<file path="config.mk">
export PLATFORM = sky130hd
export DESIGN_NAME = perd_queue
export DESIGN_NICKNAME = d
export VERILOG_FILES = /design/src/design/perd_pkg.sv /design/src/design/perd_queue.sv
export SDC_FILE = /design/constraint.sdc
export NUM_CORES = 1
export LEC_CHECK = 0
export BUFFER_PORTS_ARGS = -buffer_cell sky130_fd_sc_hd__buf_4
export CELL_PAD_IN_SITES_DETAIL_PLACEMENT = 0
export CELL_PAD_IN_SITES_GLOBAL_PLACEMENT = 1
export CORE_UTILIZATION = 50
export CTS_CLUSTER_DIAMETER = 150
export DETAILED_ROUTE_END_ITERATION = 8
export GPL_TIMING_DRIVEN = 0
export HOLD_SLACK_MARGIN = 0.12
export PLACE_DENSITY_LB_ADDON = 0.1
export REMOVE_ABC_BUFFERS = 1
export SYNTH_ARGS = -nofsm -noshare
export SYNTH_HDL_FRONTEND = slang
export SYNTH_SLANG_ARGS = --single-unit
</file>
<file path="constraint.sdc">
create_clock -name clock -period 5.9 [get_ports clock]
set_input_delay 0.885 -clock clock [delete_from_list [all_inputs] [get_ports clock]]
set_output_delay 0.885 -clock clock [all_outputs]
set_load 0.05 [all_outputs]
</file>
<file path="src/design/perd_pkg.sv">
// Package for the point extension block: widths, CORDIC constants, atan table.
// Used by every module of the block; depends on nothing.
`default_nettype none
package perd_pkg;
   localparam int COORD_WIDTH_DEF   = 32;
   localparam int ANGLE_WIDTH_DEF   = 16;
   localparam int CORDIC_STAGES_DEF = 16;
   localparam int DIFF_W  = 34;   // coordinate difference, one bit of headroom
   localparam int VEC_W   = 44;   // normalized vectoring datapath
   localparam int ROT_W   = 34;   // Q4.30 rotation datapath
   localparam int LEN_W   = 32;
   localparam logic signed [ROT_W-1:0] GAIN_Q30  = 34'sd652032874;
   localparam logic signed [ROT_W-1:0] SMALL_Q30 = 34'sd10737418;
   localparam logic [31:0] HALF_TURN = 32'h8000_0000;
   localparam int QUEUE_DEPTH = 4;

   function automatic logic [31:0] atan_entry(input int i);
      logic [31:0] t [24];
      t = '{32'h20000000, 32'h12E4051E, 32'h09FB385B, 32'h051111D4,
            32'h028B0D43, 32'h0145D7E1, 32'h00A2F61E, 32'h00517C55,
            32'h0028BE53, 32'h00145F2F, 32'h000A2F98, 32'h000517CC,
            32'h00028BE6, 32'h000145F3, 32'h0000A2FA, 32'h0000517D,
            32'h000028BE, 32'h0000145F, 32'h00000A30, 32'h00000518,
            32'h0000028C, 32'h00000146, 32'h000000A3, 32'h00000051};
      return t[i];
   endfunction

   // Round a binary angle to the nearest multiple of 2^(32-aw).
   function automatic logic [31:0] quant_angle(input logic [31:0] a, input int aw);
      logic [31:0] half;
      logic [31:0] mask;
      half = 32'd1 << (31 - aw);
      mask = ~((32'd1 << (32 - aw)) - 32'd1);
      return (a + half) & mask;
   endfunction

   typedef struct packed {
      logic               moved;
      logic signed [31:0] ex;
      logic signed [31:0] ey;
      logic signed [31:0] ez;
      logic signed [31:0] len;
   } item_type;
endpackage
`default_nettype wire

</file>
<file path="src/design/perd_queue.sv">
// Short FIFO between front and back parts.
// Holds classified items with their angle. Depends on perd_pkg.
`default_nettype none
module perd_queue
   import perd_pkg::*;
(
   input  wire logic        clock,
   input  wire logic        reset,
   input  wire logic        wr_valid,
   input  wire item_type    wr_item,
   input  wire logic [31:0] wr_theta,
   output logic             rd_valid,
   output item_type         rd_item,
   output logic [31:0]      rd_theta
);
   localparam int AW = $clog2(QUEUE_DEPTH);
   item_type    item_ff  [QUEUE_DEPTH];
   logic [31:0] theta_ff [QUEUE_DEPTH];
   logic [AW:0] wp_ff, rp_ff;

   // the back part never stalls, so drain every cycle the queue holds data
   assign rd_valid = (wp_ff != rp_ff);
   assign rd_item  = item_ff[rp_ff[AW-1:0]];
   assign rd_theta = theta_ff[rp_ff[AW-1:0]];

   always_ff @(posedge clock) begin
      if (reset) begin
         wp_ff <= '0; rp_ff <= '0;
      end else begin
         if (wr_valid) wp_ff <= wp_ff + 1'b1;
         if (rd_valid) rp_ff <= rp_ff + 1'b1;
      end
      if (wr_valid) begin
         item_ff[wp_ff[AW-1:0]]  <= wr_item;
         theta_ff[wp_ff[AW-1:0]] <= wr_theta;
      end
   end
endmodule
`default_nettype wire

</file>
# Word level (Yosys, flattened, before mapping)
# Memories as Yosys holds them, arrays and structs flattened. A register that Yosys moved wholly into a read port is not among the register bits.
# Index checks and enable logic that the tools add are counted.
[totals] in_bits=164 ramBits=644 ff_bits=6 mem_count=2
[op_classes] addsub=2 eq_ne=1 n_mux=6
[mem_list] memory="item_ff" words=4 width=129 rd=1 rd_ports_with_merged_regs=1 wr=1 line_no="perd_queue.sv:17" rtl="item_type item_ff [QUEUE_DEPTH];"
[mem_list] memory="theta_ff" words=4 width=32 rd=1 rd_ports_with_merged_regs=1 wr=1 line_no="perd_queue.sv:18" rtl="logic [31:0] theta_ff [QUEUE_DEPTH];"
[op_table] op="$mux 2" n=4
[op_table] op="$add 3x1->3 const B" n=2
[op_table] op="$ne 3x3->1" n=1
[op_table] op="$mux 1" n=2

# Longest topological paths before layout
[logic_depth] depth_word=3 ltp_mapped=4 mapped_depth_nobuf=4

# Worst setup path before layout
# OpenSTA, ideal clock, no wires.
[synth_path] kind="input-to-reg" from="input wr_valid" to="memory item_ff[3][0] in the netlist's numbering (enable)" slack_ps=775 setup_time_ps=541 required_ps=5359 arrival_ps=4584 n_path_buf=0 path_stages=1 path_cell_list="and2_1"
[synth_between] elab_chain_cells=2
[synth_rtl] element="from (decl)" line_no="perd_queue.sv:9" rtl="input wire logic wr_valid,"
[synth_rtl] element="$mux 1" line_no="perd_queue.sv:33" rtl="if (wr_valid) begin"
[synth_rtl] element="$mux 1 (not written as such)" line_no="perd_queue.sv:34" rtl="item_ff[wp_ff[AW-1:0]] <= wr_item;"
[synth_rtl] element="to (decl)" line_no="perd_queue.sv:17"
# No other way between the ends.

==> out/results.ini <==
[place]
place_ws_ns = 2.80
gp_congestion = 0.683
port_buffers = 325
dp_cells = 1804
dp_hpwl_um = 27700
post_dp_cell_area_um2 = 27200

[timing]
fin_crit_sh_pct = 61.7
setup_viol = 0
fin_ws_ns = 2.26
report.final.slew_viol_count = 0
tightest_slew_ns = 0.653
rsz0062_at_grt = no
slew_headroom_pct = 56.4
fin_worst_skew_ns = 0.0185
worst_hold_slack_ns = 0.488
timing.fmax_ghz = 0.275
hold_viol_final = 0
finalCriticalPeriod_ns = 3.64

[die]
ios = 326
fp.dieW_um = 219
core-area_um2 = 46600
start_util_pct = 50.8
fp.dieArea_um2 = 48100
die_y_um = 219
std_cell_rows = 79

[synth]
ys_seq_elements = 652
yosysUniqueCellTypes = 25
synth_ff_type = edfxtp_1
syn_avg_cell_area_um2 = 26.6
async_reset_ff_share_pct = 0
yosys.area.top_type = edfxtp_1
yosys-top-cells-count = edfxtp_1 (644), mux4_2 (161), buf_2 (18)
synth.area.top_cells = edfxtp_1 (82%), mux4_2 (15%), dfxtp_1 (0.68%), buf_6 (0.52%), buf_2 (0.38%)
synth-edff-count = 644
synth_cells = 888
yosysWarningCount = 0
yosysMostFrequentCell = edfxtp_1
synth_top_cell_area_share_pct = 81.8
ys_seq_area_share_pct = 82.5
syn-cell-area_um2 = 23600

[power]
combPwrFrac_pct = 33.7
total_power_mw = 14.3
p_per_area_nw_per_um2 = 488
power.switching_mw = 4.86
pwr-share-seq_pct = 38.3
internal-power_mw = 9.43
peakVddDrop_mv = 0.427
swShare_pct = 34.0
p_leak_nw = 9.82
clockPowerShare_pct = 28.0

[job]
maxCapViolCount = 0

[grt]
gr-total-overflow = 0
grt_max_degree = 55
grtUsageTotal_pct = 19.3
grt_pass1_wl_um = 67200
grt_pass1_vias = 11000
antenna_found_initial = 1

[setup_path]
slowest_delay_ns = 0.67
worstSetupPathType = reg2out
cp-end-kind = primary output
critPathTopFamily = buffers and inverters
reg2reg_from = wp_ff[1]$_SDFFE_PP0P_
crit_fanout = 38
cp_num_buf_inv = 3
path_cells = buf_16, buf_16, mux4_2, buf_4
arrival_ns = 2.75
crit_path_frequent_cell = buf_16
cpMaxStageDelayCell = dfxtp_4
required_ns = 5.02
cp-start-kind = flop

[final_layout]
final_area_um2 = 29200
seqCellArea_um2 = 19500
fillCellCount = 3145
multiInputGateArea_um2 = 3900
syn_to_final_growth_pct = 23.7
num_antenna_cells = 0
nets = 1435
drive_gt1_share_pct = 45.7
final_cells = 1923

[clocking]
clk_latency_ns = 0.59
holdBufCountCts = 0
clkTransAtPathRegs_ns = 0.06
htree_num_levels = 3
numCtsBuffers = 67
clock-sinks = 652
tritoncts = built
clockRootBuffer = clkbuf_16
post_cts_resized = 0
cts_buffer_depth = 3
cts_setup_buffers = 0

[drt]
drc = 0
first_pass_iters = 5
drt-initial-drc-count = 614
vias = 10500
antenna_left = 0
routed_wl_um = 45400
vias_per_cell = 5.44
wl_per_cell_um = 23.6

[min_path]
hp-class = in2reg
hold_path_startpoint = wr_item[22]

[status]
status = complete, no violations

## area by class of cell
cell class	instances	area share, %
clock buffers	87	6.28
clock inverters	32	0.851
inverters	2	0.0257
multi-input cells	197	13.3
flip-flops and latches	652	66.7
well taps	607	2.60
repair buffers	346	10.2
## through the flow
step | utilization (%) | setup TNS [ns]
global route | 62.8 | 0
CTS | 62.8 | 0
detailed placement | 58.3 | 0
global placement | 57.1 | -2552.57
floorplan | - | -417.68
finish | 62.8 | 0
## state kept, by name, summed over array words and instances, names as in the netlist, named ones only
register  count
item_ff     516
theta_ff    128
rp_ff         3
wp_ff         3
## path summary, 6_finish.rpt
path                              endpoint  slack, ns  depth (start not counted)
hold / removal    item_ff[0][22]$_DFFE_PP_       0.49                          1
setup / recovery              rd_theta[24]       2.26                          4
hold reg to reg      wp_ff[2]$_SDFFE_PP0P_       0.53                          2
setup reg to reg  item_ff[2][51]$_DFFE_PP_       3.64                          4
## power by group through the flow
| stage | Sequential [mW] | Combinational (mW) | Clock [mW] |
|---|---|---|---|
| final | 5.48 | 4.81 | 3.99 |
| after global routing | 5.50 | 5.03 | 4.28 |
| after CTS | 5.49 | 4.90 | 4.10 |
| after detailed placement | 5.58 | 4.89 | 0 |
| after global placement | 6.00 | 4.57 | 0 |
| after floorplan | 5.82 | 3.31 | 0 |
## logic make-up after synthesis
| family | synth area share, % |
|---|---|
| muxes | 15.4 |
| xor gates and xnor gates | 0.185 |
| DFF | 82.5 |
| AOI/OAI and AO/OA | 0.175 |
| adders and majority gates | 0.265 |
| buffers and inverters | 1.06 |
| and+or+nand+nor | 0.434 |
## per-layer routing
| metal | share of wire, % | track usage (%) |
|---|---|---|
| met5 | 0.037 | 0 |
| met4 | 2.2 | 7.08 |
| met3 | 7.8 | 6.31 |
| met2 | 50 | 30.5 |
| met1 | 40 | 25.1 |
## cell usage in the layout, fill, tap and decap left out, drive strengths merged, types with 4 or more instances in the layout
| cell type | synthesis | final |
|---|---|---|
| edfxtp | 644 | 644 |
| buf | 29 | 346 |
| mux4 | 161 | 161 |
| clkbuf | 8 | 87 |
| clkinv | 0 | 27 |
| dfxtp | 8 | 8 |
| ha | 5 | 5 |
| and2 | 4 | 4 |
| bufinv | 0 | 4 |
(Power assumes the default switching activity.)
